### src/rtl/uv_sphere_vertex_generator_assert.svh
// Assertion macros for the UV sphere vertex generator.
`ifndef UV_SPHERE_VERTEX_GENERATOR_ASSERT_SVH
`define UV_SPHERE_VERTEX_GENERATOR_ASSERT_SVH
`ifndef NO_ASSERTIONS
// same-cycle implication, clocked on clk, off during rst
`define UVS_ASSERT_IMP(lbl, ante, cons) \
  lbl: assert property (@(posedge clk) disable iff (rst) (ante) |-> (cons)) \
    else $error("assertion failed");
// next-cycle implication
`define UVS_ASSERT_NXT(lbl, ante, cons) \
  lbl: assert property (@(posedge clk) disable iff (rst) (ante) |=> (cons)) \
    else $error("assertion failed");
`else
`define UVS_ASSERT_IMP(lbl, ante, cons)
`define UVS_ASSERT_NXT(lbl, ante, cons)
`endif
`endif

### src/rtl/uvs_pkg.sv
// Types, constants and tables shared by the UV sphere vertex generator.
`timescale 1ns / 1ps
package uvs_pkg;

  localparam int CNT_W       = 11;
  localparam int MAX_STRIPS  = 1024;
  localparam int DIV_STEPS   = 32;
  localparam int TEX_STEP    = 16;
  localparam int SEG_ANG_STEP  = 32;
  localparam int RING_ANG_STEP = 31;
  localparam int ANGLE_STAGES_DEF = 16;

  localparam logic [1:0] REG_RADIUS = 2'd0;
  localparam logic [1:0] REG_SEGS   = 2'd1;
  localparam logic [1:0] REG_RINGS  = 2'd2;

  localparam logic [15:0] RADIUS_RST = 16'd256;
  localparam logic [10:0] SEGS_RST   = 11'd36;
  localparam logic [10:0] RINGS_RST  = 11'd18;

  localparam logic signed [32:0] CORDIC_K = 33'sd652032874;

  typedef struct packed {
    logic [10:0] rem;
    logic [32:0] q;
    logic [16:0] tex;
    logic [32:0] ang;
  } div_lane_t;

  typedef struct packed {
    logic signed [32:0] x;
    logic signed [32:0] y;
    logic signed [32:0] a;
  } rot_t;

  typedef struct packed {
    logic        clamped;
    logic [16:0] tex_u;
    logic [16:0] tex_v;
    logic        flip_t;
    logic        flip_p;
  } meta_t;

  // atan(2^-i) in 2^-32 turn
  function automatic logic [31:0] atan_turn(input int i);
    logic [31:0] r;
    case (i)
      0: r = 32'd536870912;  1: r = 32'd316933406;  2: r = 32'd167458907;
      3: r = 32'd85004756;   4: r = 32'd42667331;   5: r = 32'd21354465;
      6: r = 32'd10679838;   7: r = 32'd5340245;    8: r = 32'd2670163;
      9: r = 32'd1335087;    10: r = 32'd667544;    11: r = 32'd333772;
      12: r = 32'd166886;    13: r = 32'd83443;     14: r = 32'd41722;
      15: r = 32'd20861;     16: r = 32'd10430;     17: r = 32'd5215;
      18: r = 32'd2608;      19: r = 32'd1304;      20: r = 32'd652;
      21: r = 32'd326;       22: r = 32'd163;       23: r = 32'd81;
      default: r = 32'd0;
    endcase
    return r;
  endfunction

endpackage

### src/rtl/uvs_div_cell.sv
// One restoring-division cell: one quotient bit per cycle while en is high, with rounding taps.
`timescale 1ns / 1ps
module uvs_div_cell #(
  parameter int STEP     = 1,
  parameter int TEX_AT   = 16,
  parameter int ANG_AT   = 32
) (
  input  logic                  clk,
  input  logic                  en,
  input  logic [10:0]           d,
  input  uvs_pkg::div_lane_t    lane_in,
  output uvs_pkg::div_lane_t    lane_out
);

  logic [11:0] r2;
  logic        qb;
  logic [10:0] rem_n;
  logic [32:0] q_n;
  logic        rnd;
  uvs_pkg::div_lane_t nxt;

  always_comb begin
    r2    = {lane_in.rem, 1'b0};
    qb    = (r2 >= {1'b0, d});
    rem_n = qb ? 11'(r2 - {1'b0, d}) : r2[10:0];
    q_n   = {lane_in.q[31:0], qb};
    // round half-up: remainder plus half the divisor reaches the divisor
    rnd   = (({1'b0, rem_n} + {2'b0, d[10:1]}) >= {1'b0, d});
    nxt.rem = rem_n;
    nxt.q   = q_n;
    nxt.tex = (STEP == TEX_AT) ? 17'(q_n[16:0] + 17'(rnd)) : lane_in.tex;
    nxt.ang = (STEP == ANG_AT) ? 33'(q_n + 33'(rnd)) : lane_in.ang;
  end

  always_ff @(posedge clk) begin
    if (en) begin
      lane_out <= nxt;
    end
  end

endmodule

### config.mk
export PLATFORM = sky130hd
export DESIGN_NAME = uvs_div_cell
export DESIGN_NICKNAME = d
export VERILOG_FILES = /design/src/rtl/uv_sphere_vertex_generator_assert.svh /design/src/rtl/uvs_pkg.sv /design/src/rtl/uvs_div_cell.sv
export SDC_FILE = /design/constraint.sdc
export NUM_CORES = 1
export LEC_CHECK = 0
export BUFFER_PORTS_ARGS = -buffer_cell sky130_fd_sc_hd__buf_4
export CAP_MARGIN = 20
export CORE_UTILIZATION = 40
export DETAILED_ROUTE_END_ITERATION = 8
export HOLD_SLACK_MARGIN = 0.12
export PLACE_DENSITY = 0.84
export SLEW_MARGIN = 10
export SYNTH_ARGS = -nofsm -noshare
export SYNTH_HDL_FRONTEND = slang
export SYNTH_SLANG_ARGS = --single-unit
### constraint.sdc
create_clock -name clk -period 2.6 [get_ports clk]
set_input_delay 0.13 -clock clk [delete_from_list [all_inputs] [get_ports clk]]
set_output_delay 0.13 -clock clk [all_outputs]
set_load 0.01 [all_outputs]
; Word level (Yosys, flattened, before mapping)
; Index checks and enable logic that the tools add are counted.
[op_classes]
n_mux = 1
n_addsub = 1
n_lt_le_gt_ge = 1
[ops]
columns = operator, count
row1 = $ge 12x11->1, 1
row2 = $mux 11, 1
row3 = $sub 11x11->11, 1
[totals]
output_inout_bits = 94
word_cells = 8
reg_bits = 94

; Longest topological paths before layout
[depth]
word_depth = 2
mapped_depth = 9

; Worst setup path after synthesis
; No wires, ideal clock.
[synth_timing]
kind = input port to flip-flop
startpoint = input d[0]
endpoint = register lane_out[86] (netlist bit), data pin
cell_stages = 8
n_path_buf = 0
slack_ns = 0.622
arrival_time_ns = 1.718
cell_sequence = inv_1 fa_1 o211ai_1 nand2_1 a211o_1 nor2_8 inv_4 mux2_4
[synth_via]
elab_chain_cells = 2
[synth_rtl]
columns = item, line
row1 = start: declaration, uvs_div_cell.sv:10  ; input logic [10:0] d,
row2 = $ge 12x11->1, uvs_div_cell.sv:24  ; qb = (r2 >= {1'b0, d});
row3 = named net qb, uvs_div_cell.sv:16  ; logic qb;
row4 = $mux 11, uvs_div_cell.sv:25  ; rem_n = qb ? 11'(r2 - {1'b0, d}) : r2[10:0];
row5 = named net rem_n[3], uvs_div_cell.sv:17  ; logic [10:0] rem_n;
row6 = end signal: assignment, uvs_div_cell.sv:37  ; lane_out <= nxt;
row7 = end: declaration, uvs_div_cell.sv:12  ; output uvs_pkg::div_lane_t lane_out
; The timed path passes the listed nets, and every way through them passes these cells.
; A chain may end at the register's enable or synchronous reset.

; Final worst setup path
[layout_timing]
startpoint = input d[0]
endpoint = register lane_out[87] (netlist bit), data pin
; The elaborated chain is that of the path after synthesis.

==> results by group <==
GRT
  • Total GRT Usage: between 20 and 30%
  • Grt total ovfl: 0
  • Number of global-route vias before repair: between 3,000 and 4,000
  • First-pass GRT wire length: about 19 mm
  • Largest net degree at the start of global routing: 56
  • Initial antenna violation count: 2

Clocking
  • H-tree level count: 3
  • Post-CTS Resized: 0
  • Post-CTS setup buffers: 0
  • CTS tree: built
  • CTS clk-pin slew, worst paths: about 90 ps
  • Sink Count: 94
  • CTS max path bufs: 2
  • Clk root buf: clkbuf_8
  • Cts bufs inserted: 9
  • Hold_buf cts: approximately 90

Synth
  • Cell Area, Synth: 3560 um2
  • Post-synthesis cell type count: around 40
  • Flops & latches, synth: 94
  • Synth Warn #: 0
  • Syn Nets: roughly 310
  • Syn_area_per_cell: about 18 um2
  • Post-Syn Instances: about 190
  • Post-synthesis sequential area ratio: 79.2%

Final layout
  • Top Registers: lane_out (94)
  • Most flops, register: lane_out
  • Fill cells: approximately 500
  • Max FFs per register: 94
  • Share of cells above drive strength 1: between 40% and 50%
  • Final #Nets: 611
  • Final Instance Area: approximately 6300 um2
  • P&R area growth vs syn: 76.9%
  • Final design utilization: 72.7%

Routing
  • Via count: approximately 3,100
  • Initial DRC Count: 200
  • Post-DR wirelength/cell: between 20 and 25 um
  • Initial DRT Pass Iterations: 6
  • Remaining antenna violation count after routing: 0
  • Drt drc: 0
  • Vias/cell: 5.05
  • Routed WL: 14.0 mm

STA
  • Slew Limit Headroom: approximately half
  • RSZ-0062 raised after global routing: false
  • Fmax: ~410 MHz
  • Setup violators final: 0
  • Tmin final: 2430 ps
  • Setup TNS: 0 ps
  • Least-Margin Pin Slew: slightly above 700 ps
  • Hold Fails Final Rpt: 0
  • Final Cycle Share: between 90% and 100%
  • Max Slew Vio Count: 0

Pwr
  • Total power: 3.69 mW
  • Leak pwr: approximately 2.7 nW
  • PD cells: approximately 590 nW/um2
  • Maximum vdd drop: around 0.26 mV

Worst hold path
  • Hold Path Class: in2reg
  • Hold path depth: 3

Floorplan
  • Total Die Area: around 9300 um2
  • CORE AREA: 8680 um2
  • Cell Rows: 34
  • Io pins: about 200
  • Initial core utilization: 41.1%
  • Die Ht: 96.4 um
  • Die Wd: a little under 100 um

Placed design
  • HPWL after DPL: 7.60 mm
  • Routability cong.: 0.802
  • IO Port Bufs: 199
  • Post-Place Cell Area: 5200 um2

Setup path
  • Worst setup EP type: flop
  • Startpoint types: input pin
  • Crit path DAT: 2550 ps
  • Crit path required time: roughly 2700 ps
  • CP Class: in2reg
  • CP max FO: 8

Status
  • Status: complete, no violations

Job
  • Max_cap viols: 0
synth_stat cells:
master	number	area (um2)
o31ai_1	2	15.0
nand3b_1	1	7.51
a21oi_4	1	16.3
nand2b_2	1	8.76
xor2_1	1	8.76
nor3_1	4	20.0
mux2_4	5	75.1
o211ai_1	2	15.0
nor2_8	1	20.0
nor3b_1	1	7.51
a211oi_1	1	7.51
a21oi_1	7	35.0
and4_1	1	8.76
inv_4	1	6.26
o21bai_1	1	7.51
ha_1	11	138
a221o_1	1	10.0
o21a_1	3	22.5
inv_1	13	48.8
a211o_1	1	8.76
edfxtp_1	94	2820
nand2_1	6	22.5
o2111ai_1	1	8.76
or4_1	1	7.51
buf_6	1	11.3
nor2_1	9	33.8
nand3_1	4	20.0
buf_2	1	5.00
o21ai_1	1	5.00
mux2_1	1	11.3
a41o_2	1	11.3
a21boi_1	1	7.51
nand4_1	1	6.26
a311oi_1	1	8.76
a21oi_2	1	8.76
fa_1	1	20.0
o21ai_0	1	5.00
xnor2_1	3	26.3
a2111oi_0	1	8.76
a31o_1	1	8.76
nor2b_1	3	18.8
placed cells by master, fill, tap and decap left out, types with 2 or more instances in the layout:
cell	count
dlygate4sd3_1	89
mux2_4	5
nand3_1	4
xnor2_1	3
a21oi_1	7
clkbuf_8	9
o21a_1	3
ha_1	11
edfxtp_1	94
nor3_1	4
o31ai_1	2
buf_4	200
inv_1	13
inv_8	2
nor2_1	9
nor2b_1	3
clkinvlp_4	2
nand2_1	6
o211ai_1	2
diode_2	2
kinds of logic (layout without fill, tap and decap cells):
kind of cell	Yosys count	in the layout	share of synthesized area (%)
other	0	2	0
buffers and inverters	16	320	2.00
muxes	6	6	2.42
AOI/OAI and AO/OA	28	28	5.90
xor gates and xnor gates	4	4	0.983
and+or+nand+nor	33	33	5.09
adders and majority gates	12	12	4.42
DFF	94	94	79.2
final cells by class:
type                       count  area (um2)  area share, %
antenna                        2        5.00         0.0794
clock buffer                   9         124           1.96
clock inverter                 7        81.3           1.29
inverter                      14        55.1          0.873
multi-input combinational     83         671           10.6
sequential                    94        2820           44.8
tap                          108         135           2.14
timing repair buffer         290        2410           38.3
layer usage:
metal,GRT usage [%],wire [um],share of wire [%],up-vias
met1,33.0,5000,36,1445
met3,7.82,1310,9.4,42
met4,15.6,539,3.8,0
li1,-,-,-,1344
met5,0,0,0,-
met2,51.4,7170,51,232
per-stage QoR:
step,setup WS [ps],hold slack (ps),cells
detailed placement,356,309,500
global route,48.3,149,607
global placement,423,309,500
CTS,221,135,605
floorplan,622,229,193
finish,168,167,607
power by group:
| part | internal, mW | switching [mW] | total [mW] |
|---|---|---|---|
| sequential | 1.82 | 0.0563 | 1.88 |
| combinational | 0.429 | 0.347 | 0.775 |
| clock | 0.460 | 0.579 | 1.04 |
| total | 2.71 | 0.982 | 3.69 |
critical path, stage by stage:
cell           delay (ps)
dlygate4sd3_1         530
buf_4                 110
inv_1                  70
fa_1                  480
o211ai_1              190
nand2_1               110
a211o_1               380
nor2_8                160
inv_4                  90
mux2_4                310
worst paths after layout:
path,from,end
setup / recovery,d[0],lane_out[87]
hold / removal,lane_in[88],lane_out[89]
Power figures use the tool's default switching activity.
