$ cat config.mk
export PLATFORM = sky130hd
export DESIGN_NAME = uvs_cordic_cell
export DESIGN_NICKNAME = d
export VERILOG_FILES = /design/src/rtl/uv_sphere_vertex_generator_assert.svh /design/src/rtl/uvs_pkg.sv /design/src/rtl/uvs_cordic_cell.sv
export SDC_FILE = /design/constraint.sdc
export NUM_CORES = 1
export LEC_CHECK = 0
export BUFFER_PORTS_ARGS = -buffer_cell sky130_fd_sc_hd__buf_2
export CORE_MARGIN = 4
export CORE_UTILIZATION = 47
export DETAILED_ROUTE_END_ITERATION = 8
export PLACE_DENSITY_LB_ADDON = 0.1
export SYNTH_ARGS = -nofsm -noshare
export SYNTH_HDL_FRONTEND = slang
export SYNTH_SLANG_ARGS = --single-unit
$ cat constraint.sdc
create_clock -name clk -period 5.83 [get_ports clk]
set_input_delay 0.2915 -clock clk [delete_from_list [all_inputs] [get_ports clk]]
set_output_delay 0.2915 -clock clk [all_outputs]
set_load 0.03 [all_outputs]
$ cat src/rtl/uv_sphere_vertex_generator_assert.svh
// Assertion macros for the UV sphere vertex generator.
`ifndef UV_SPHERE_VERTEX_GENERATOR_ASSERT_SVH
`define UV_SPHERE_VERTEX_GENERATOR_ASSERT_SVH
`ifndef NO_ASSERTIONS
// same-cycle implication, clocked on clk, off during rst
`define UVS_ASSERT_IMP(lbl, ante, cons) \
  lbl: assert property (@(posedge clk) disable iff (rst) (ante) |-> (cons)) \
    else $error("assertion failed");
// next-cycle implication
`define UVS_ASSERT_NXT(lbl, ante, cons) \
  lbl: assert property (@(posedge clk) disable iff (rst) (ante) |=> (cons)) \
    else $error("assertion failed");
`else
`define UVS_ASSERT_IMP(lbl, ante, cons)
`define UVS_ASSERT_NXT(lbl, ante, cons)
`endif
`endif

$ cat src/rtl/uvs_pkg.sv
// Types, constants and tables shared by the UV sphere vertex generator.
`timescale 1ns / 1ps
package uvs_pkg;

  localparam int CNT_W       = 11;
  localparam int MAX_STRIPS  = 1024;
  localparam int DIV_STEPS   = 32;
  localparam int TEX_STEP    = 16;
  localparam int SEG_ANG_STEP  = 32;
  localparam int RING_ANG_STEP = 31;
  localparam int ANGLE_STAGES_DEF = 16;

  localparam logic [1:0] REG_RADIUS = 2'd0;
  localparam logic [1:0] REG_SEGS   = 2'd1;
  localparam logic [1:0] REG_RINGS  = 2'd2;

  localparam logic [15:0] RADIUS_RST = 16'd256;
  localparam logic [10:0] SEGS_RST   = 11'd36;
  localparam logic [10:0] RINGS_RST  = 11'd18;

  localparam logic signed [32:0] CORDIC_K = 33'sd652032874;

  typedef struct packed {
    logic [10:0] rem;
    logic [32:0] q;
    logic [16:0] tex;
    logic [32:0] ang;
  } div_lane_t;

  typedef struct packed {
    logic signed [32:0] x;
    logic signed [32:0] y;
    logic signed [32:0] a;
  } rot_t;

  typedef struct packed {
    logic        clamped;
    logic [16:0] tex_u;
    logic [16:0] tex_v;
    logic        flip_t;
    logic        flip_p;
  } meta_t;

  // atan(2^-i) in 2^-32 turn
  function automatic logic [31:0] atan_turn(input int i);
    logic [31:0] r;
    case (i)
      0: r = 32'd536870912;  1: r = 32'd316933406;  2: r = 32'd167458907;
      3: r = 32'd85004756;   4: r = 32'd42667331;   5: r = 32'd21354465;
      6: r = 32'd10679838;   7: r = 32'd5340245;    8: r = 32'd2670163;
      9: r = 32'd1335087;    10: r = 32'd667544;    11: r = 32'd333772;
      12: r = 32'd166886;    13: r = 32'd83443;     14: r = 32'd41722;
      15: r = 32'd20861;     16: r = 32'd10430;     17: r = 32'd5215;
      18: r = 32'd2608;      19: r = 32'd1304;      20: r = 32'd652;
      21: r = 32'd326;       22: r = 32'd163;       23: r = 32'd81;
      default: r = 32'd0;
    endcase
    return r;
  endfunction

endpackage

$ cat src/rtl/uvs_cordic_cell.sv
// One rotation-mode CORDIC cell.
`timescale 1ns / 1ps
module uvs_cordic_cell #(
  parameter int STAGE = 0
) (
  input  logic          clk,
  input  logic          en,
  input  uvs_pkg::rot_t rot_in,
  output uvs_pkg::rot_t rot_out
);

  localparam logic signed [32:0] ATAN = $signed({1'b0, uvs_pkg::atan_turn(STAGE)});

  logic signed [32:0] x, y, a, dx, dy;
  uvs_pkg::rot_t nxt;

  always_comb begin
    x  = rot_in.x;
    y  = rot_in.y;
    a  = rot_in.a;
    dx = y >>> STAGE;
    dy = x >>> STAGE;
    if (!a[32]) begin
      nxt.x = x - dx;
      nxt.y = y + dy;
      nxt.a = a - ATAN;
    end else begin
      nxt.x = x + dx;
      nxt.y = y - dy;
      nxt.a = a + ATAN;
    end
  end

  always_ff @(posedge clk) begin
    if (en) begin
      rot_out <= nxt;
    end
  end

endmodule

# ---- Yosys cells after proc, flatten, opt, wreduce, memory -nomap -nowiden
# Index checks and enable logic that the tools add are counted.
dict set report word_totals {
  register_bits 99
  inputBits 101
  output_inout_bits 99
  wordCells 9
}
dict set report classes {
  n_addsub 5
  muxes 1
}
# operator n
set op_table {}
lappend op_table {{99-bit 2-to-1 mux} 1}
lappend op_table {{33-bit subtractor} 2}
lappend op_table {{33-bit by 31-bit adder with 33-bit output, second input constant} 1}
lappend op_table {{33-bit adder} 1}
lappend op_table {{33-bit by 31-bit subtractor with 33-bit output, second input constant} 1}

# ---- Logic depth before layout (Yosys ltp)
# Gate-level depths: netlist of the first run.
dict set report logic_depth {
  ltp_word 2
  depth_mapped 13
  mapped_depth_nobuf 13
}

# ---- Worst setup path after synthesis of the first run
# OpenSTA, ideal clock, no wires.
dict set report synth_timing {
  path_kind {input to register}
  startpoint {in rot_in[37] (netlist bit)}
  endpoint {reg rot_out[64] (netlist bit) (data pin)}
  path_stages 13
  setup_time_ps 268
  arrival_ps 2507
  slack_ps 3054
  n_path_buf 1
  path_cell_list {inv_1 -> ha_1 -> buf_6 -> and2_4 -> a221oi_4 -> a21oi_2 -> o21ai_2 -> a31oi_1 -> a221oi_2 -> o21ai_1 -> a2111oi_2 -> a211oi_1 -> xor2_1}
}
# element line
set synth_rtl {}
lappend synth_rtl {{start: declaration} uvs_cordic_cell.sv:8} ;# input uvs_pkg::rot_t rot_in,
lappend synth_rtl {{end signal: assignment} uvs_cordic_cell.sv:36} ;# rot_out <= nxt;
lappend synth_rtl {{end: declaration} uvs_cordic_cell.sv:9} ;# output uvs_pkg::rot_t rot_out

==> metrics.cfg, run 1 <==
[layout]
fin_cells=1363
largest_reg_flops=98
reg_top3=rot_out: 98 flops
syn2layout_area_growth_pct=16.12
num-fill-cells=1705
antennaDiodeCount=0
layout-drive-gt1-share=0.2196
multiInputGateArea_mm2=0.005111
register_area_mm2=0.002943
fin_util=0.5580
top_register=rot_out
nets=1332

[yosys]
ys_types=78
ys.flop_type=edfxtp_1
yosysMostFrequentCell=a21oi_1
synth_common_cells=109 x a21oi_1, 99 x inv_1, 98 x edfxtp_1, 98 x ha_1, 92 x nor2_1
yosysTopAreaCell=edfxtp_1
syn_area_mm2=0.008661
ys_ff_latch=98
synthArstFlopShare=0
ys.warnings.count=0
synth_edf_count=98
syn-instance-count=961
seq_area_frac_synth=0.3398
yosys-top-cells-area=edfxtp_1 34%, ha_1 14%, a21oi_1 6.3%, xnor2_1 5.9%, inv_1 4.3%
syn_avg_cell_area_um2=9.012
syn_nets=1164
yosysTopAreaCellShare=0.3398

[timing]
finalSetupTns_ns=0
rsz0062_at_grt=false
drv_slew=0
finalCriticalPeriod_ns=3.223
finalCritPeriodShare=0.5528
tightest_slew_ns=0.9878
fmax_mhz=310.3
setup_viol=0
final_hold_viol_count=0
maxSlewHeadroom=0.3415
fin_ws_ns=2.607
hold_ws_ns=0.1082

[grt]
grt_use_total=0.2443
grt_pass1_wl_mm=39.74
grt_max_degree=91
grt_pass1_vias=7363
antenna_found_initial=0
overflow=0

[hold_path]
min-delay-start=rot_in[1]
hold_class=in -> reg
min_to=rot_out[1]
whs_path_depth=1

[floorplan]
fp-row-count=49
coreArea_mm2=0.01802
die_w_um=143.7
start_util=0.4805
dieArea_mm2=0.02066
die_height_um=143.7
num_io_pins=200

[power]
intPower_mw=1.538
ir_drop_uv=149.1
switching_share=0.3982
p_clk_frac=0.240
power_density_mw_per_mm2=254.1
power.share.combinational=0.394
p_leak_nw=4.492
p_seq_frac=0.366
power_switching_mw=1.018

[worst_setup_path]
cp-end-kind=register
crit_chain=buf_2 -> inv_1 -> ha_1 -> nor2_1 -> a21oi_1 -> o41ai_1 -> a311oi_1 -> a21oi_1 -> or2_1 -> a311oi_2 -> o21ai_1 -> mux2i_1 -> xnor2_1
required_ns=5.95
cp_slowest_cell=ha_1
cp_common_cell=a21oi_1
crit_arrival_ns=3.34
setup.worst_path.start_class=input pin
cp_slowest_stage_delay_ns=0.70
path_class=in -> reg
crit_fanout=17

[placed_design]
dp_cells=1347
gp_congestion=0.9581
post-place-ws_ns=2.208
dp.final_hpwl_mm=20.49
numPortBuffers=199

[clocking]
clock_path_buffers=2
cts_tree=done
hold_buffers=0
path_clk_slew_ns=0.08
cts_made_buffers=9
cts.sinks=98
post_cts_resized=0
cts_setup_buffers=0
h-tree-depth=3
cts_root_buf=clkbuf_16

[route]
num_vias=7802
totalWireLength_mm=25.98
drc=0
first_pass_iters=5
ant_nets=0
vias_per_cell=5.724
drt-wirelength-per-cell_um=19.06
detail_route.iter0.violations=735

[run]
drv_cap=0

[run_status]
status=completed

layer usage:
| metal | track usage | share of wire | vias up | wire, um |
|---|---|---|---|---|
| met4 | 0.08920 | 0.028 | 0 | 724 |
| met5 | 0 | 0 | - | 0 |
| met2 | 0.3837 | 0.44 | 362 | 11450 |
| li1 | - | - | 3739 | - |
| met1 | 0.3403 | 0.44 | 3656 | 11470 |
| met3 | 0.04126 | 0.090 | 45 | 2329 |
stage by stage:
step           power (mW)  area [um2]
3_3_place_gp        1.946        9759
2_1_floorplan       1.644        8661
4_1_cts             2.566       10060
5_1_grt             2.687       10060
3_5_place_dp        1.950        9759
6_report            2.555       10060
worst max-delay path: cells and delay by family:
kind / cells / cell delay, ns
and+or+nand+nor: 2 / 0.54
AOI/OAI and AO/OA: 6 / 1.37
buffers and inverters: 2 / 0.14
adders and majority gates: 1 / 0.70
xor gates and xnor gates: 1 / 0.09
muxes: 1 / 0.20
placed cells by master, fill, tap and decap left out, types with 5 or more instances in the layout:
cell         n
a21o_1      19
a21oi_1    109
a221oi_2     5
a31oi_1      7
and2_1       5
and3_1       7
buf_2      198
clkbuf_16    9
edfxtp_1    98
ha_1        98
inv_1       99
mux2i_1     12
nand2_1     44
nand2b_1     8
nand3_1     13
nand4_1     10
nor2_1      92
nor2b_1     12
nor3_1      17
o211ai_1     8
o21a_1       7
o21ai_0     51
o21ai_1     11
o21bai_1    15
o31ai_1     11
xnor2_1     58
xor2_1       6
kinds of logic (layout without fill, tap and decap cells):
family / Yosys count / in the layout / share of synthesized area
AO/OA/AOI/OAI: 300 / 300 / 0.2304
XOR/XNOR: 64 / 64 / 0.06472
adder cells (fa/ha/maj): 102 / 102 / 0.1508
buffers and inverters: 151 / 324 / 0.07007
flip-flops: 98 / 98 / 0.3398
multiplexers: 12 / 12 / 0.01387
AND/OR/NAND/NOR: 234 / 234 / 0.1303
worst max-delay path by stage:
| stage | slack, ns | endpoint | cells past startpoint | startpoint |
|---|---|---|---|---|
| after detailed placement | 2.21 | rot_out[98] | 13 | rot_in[38] |
| after floorplan | 3.05 | rot_out[64] | 13 | rot_in[37] |
| after global placement | 2.28 | rot_out[98] | 13 | rot_in[38] |
| after CTS | 2.60 | rot_out[98] | 13 | rot_in[38] |
| after global routing | 2.33 | rot_out[98] | 13 | rot_in[38] |
| final | 2.61 | rot_out[58] | 13 | rot_in[48] |
final cells by class:
type | instances | area share
timing repair buffer | 202 | 0.1015
clock inverter | 7 | 0.007216
inverter | 106 | 0.03956
tap | 229 | 0.02849
sequential | 98 | 0.2926
multi-input combinational | 712 | 0.5082
clock buffer | 9 | 0.02239
power by group through the flow:
stage	clock network, mW	registers, mW	logic, mW
2_1_floorplan	0	1.15	0.489
6_report	0.613	0.934	1.01
3_5_place_dp	0	0.952	0.998
4_1_cts	0.627	0.936	1.00
3_3_place_gp	0	0.948	0.998
5_1_grt	0.658	0.944	1.09
(Power assumes the default switching activity.)
==> run 2: changes to the inputs <==
==> constraint.sdc (replaced) <==
create_clock -name clk -period 3.3 [get_ports clk]
set_input_delay 0.165 -clock clk [delete_from_list [all_inputs] [get_ports clk]]
set_output_delay 0.165 -clock clk [all_outputs]
set_load 0.03 [all_outputs]
==> run 2 against run 1 <==
  * Non-clock buffer count increased by 74
  * Die area did not move
  * Final area is 6.2% higher
  * Global-route usage increased by 0.69 points
  * Hold slack better by 0.0063 ns
  * Critical endpoint is now rot_out[98]
==> metrics.cfg, run 2 (synthesized netlist as in run 1, its figures left out) <==
[timing]
finalCriticalPeriod_ns=3.011
maxSlewHeadroom=0.3427
fmax_mhz=332.1
rsz0062_at_grt=false
drv_slew=0
finalSetupTns_ns=0
final_hold_viol_count=0
tightest_slew_ns=0.9860
finalCritPeriodShare=0.9125
fin_ws_ns=0.2887
setup_viol=0

[floorplan]
dieArea_mm2=0.02066
die_height_um=143.7
fp-row-count=49
die_w_um=143.7
start_util=0.4805
coreArea_mm2=0.01802
num_io_pins=200

[worst_setup_path]
crit_fanout=7
cp-end-kind=register
crit_chain=buf_2 -> inv_1 -> ha_1 -> buf_4 -> a221oi_2 -> nand2_1 -> a221oi_2 -> o41ai_1 -> a41oi_1 -> buf_4 -> a21oi_1 -> a2111oi_2 -> nor2_1 -> xor2_1
setup.worst_path.start_class=input pin
crit_arrival_ns=3.11
cp_slowest_cell=a41oi_1
cp_slowest_stage_delay_ns=0.46
required_ns=3.40
path_class=in -> reg

[route]
vias_per_cell=5.602
ant_nets=0
drt-wirelength-per-cell_um=18.39
first_pass_iters=5
totalWireLength_mm=26.45
drc=0
detail_route.iter0.violations=587
num_vias=8055

[power]
p_leak_nw=4.828
power_mw=4.568
power_density_mw_per_mm2=427.7
intPower_mw=2.788
power_switching_mw=1.781
p_seq_frac=0.361
ir_drop_uv=276.5
p_clk_frac=0.227
power.share.combinational=0.413
switching_share=0.3898

[run_status]
status=completed

[clocking]
path_clk_slew_ns=0.07
cts.sinks=98
cts_tree=done
post_cts_resized=0
clock_path_buffers=2
h-tree-depth=3
cts_root_buf=clkbuf_16
cts_made_buffers=9
cts_setup_buffers=0

[layout]
final_common_cell=buf_2
largest_reg_flops=98
top_register=rot_out
layout-drive-gt1-share=0.2425
most-common-layout-cells=198 x buf_2, 109 x a21oi_1, 99 x inv_1
reg_top3=rot_out: 98 flops
num-fill-cells=1675
syn2layout_area_growth_pct=23.33
nets=1406

[placed_design]
post-place-ws_ns=-0.09790
dp.final_hpwl_mm=20.97
gp_congestion=0.9743
numPortBuffers=199

[grt]
grt_pass1_vias=7680
antenna_found_initial=1
grt_pass1_wl_mm=40.77
grt_max_degree=90
grt_use_total=0.2513
overflow=0

[hold_path]
whs_path_depth=2
hold_class=in -> reg

[run]
drv_cap=0

==> run 2: layer usage <==
layer	vias to the layer above	global-route usage	wire length, um
met1	3774	0.3500	11930
met3	26	0.03561	2087
met2	354	0.4135	12080
met4	0	0.06343	354
li1	3901	-	-
met5	-	0	0
==> run 2: power by group through the flow <==
stage	sequential, mW	combinational, mW	clock, mW
6_report	1.65	1.89	1.03
2_1_floorplan	2.04	0.864	0
5_1_grt	1.66	2.03	1.12
4_1_cts	1.65	1.87	1.06
3_5_place_dp	1.68	1.84	0
3_3_place_gp	1.67	1.83	0
==> run 2: stage by stage <==
step / std cells / utilization / cell area, um2 / hold slack [ns]
6_report: 1438 / 0.5926 / 10680 / 0.1146
5_1_grt: 1438 / 0.5926 / 10680 / 0.1137
4_1_cts: 1436 / 0.5919 / 10670 / 0.0008546
3_5_place_dp: 1392 / 0.5602 / 10100 / 0.3437
3_3_place_gp: 1392 / 0.5602 / 10100 / 0.3414
2_1_floorplan: 961 / - / 8661 / 0.2639
==> run 2: worst paths after layout <==
kind                       start           to  slack (ns)
worst max-delay path  rot_in[38]  rot_out[98]        0.29
worst min-delay path  rot_in[29]  rot_out[29]        0.11
==> run 2: layout make-up <==
class	count	area, um2	area share
Multi-Input combinational cell	712	5111	0.4785
Sequential cell	98	2943	0.2755
Timing Repair Buffer	276	1649	0.1544
Inverter	106	397.9	0.03725
Tap cell	229	286.5	0.02682
Clock buffer	9	225.2	0.02108
Clock inverter	7	66.31	0.006208
Antenna cell	1	2.502	0.0002343
==> run 2: critical path, delay by kind of cell <==
family	cells	cell delay, ns
xor+xnor	1	0.15
fa+ha+maj	1	0.36
compound gates	6	1.62
simple gates	2	0.27
buf+inv	4	0.54
==> run 2: timing repair <==
action / 4_1_cts / 5_1_grt
setup endpoints to repair: 0 / 0
hold buffers: 28 / 1
endpoints found under the hold margin: 28 / 1
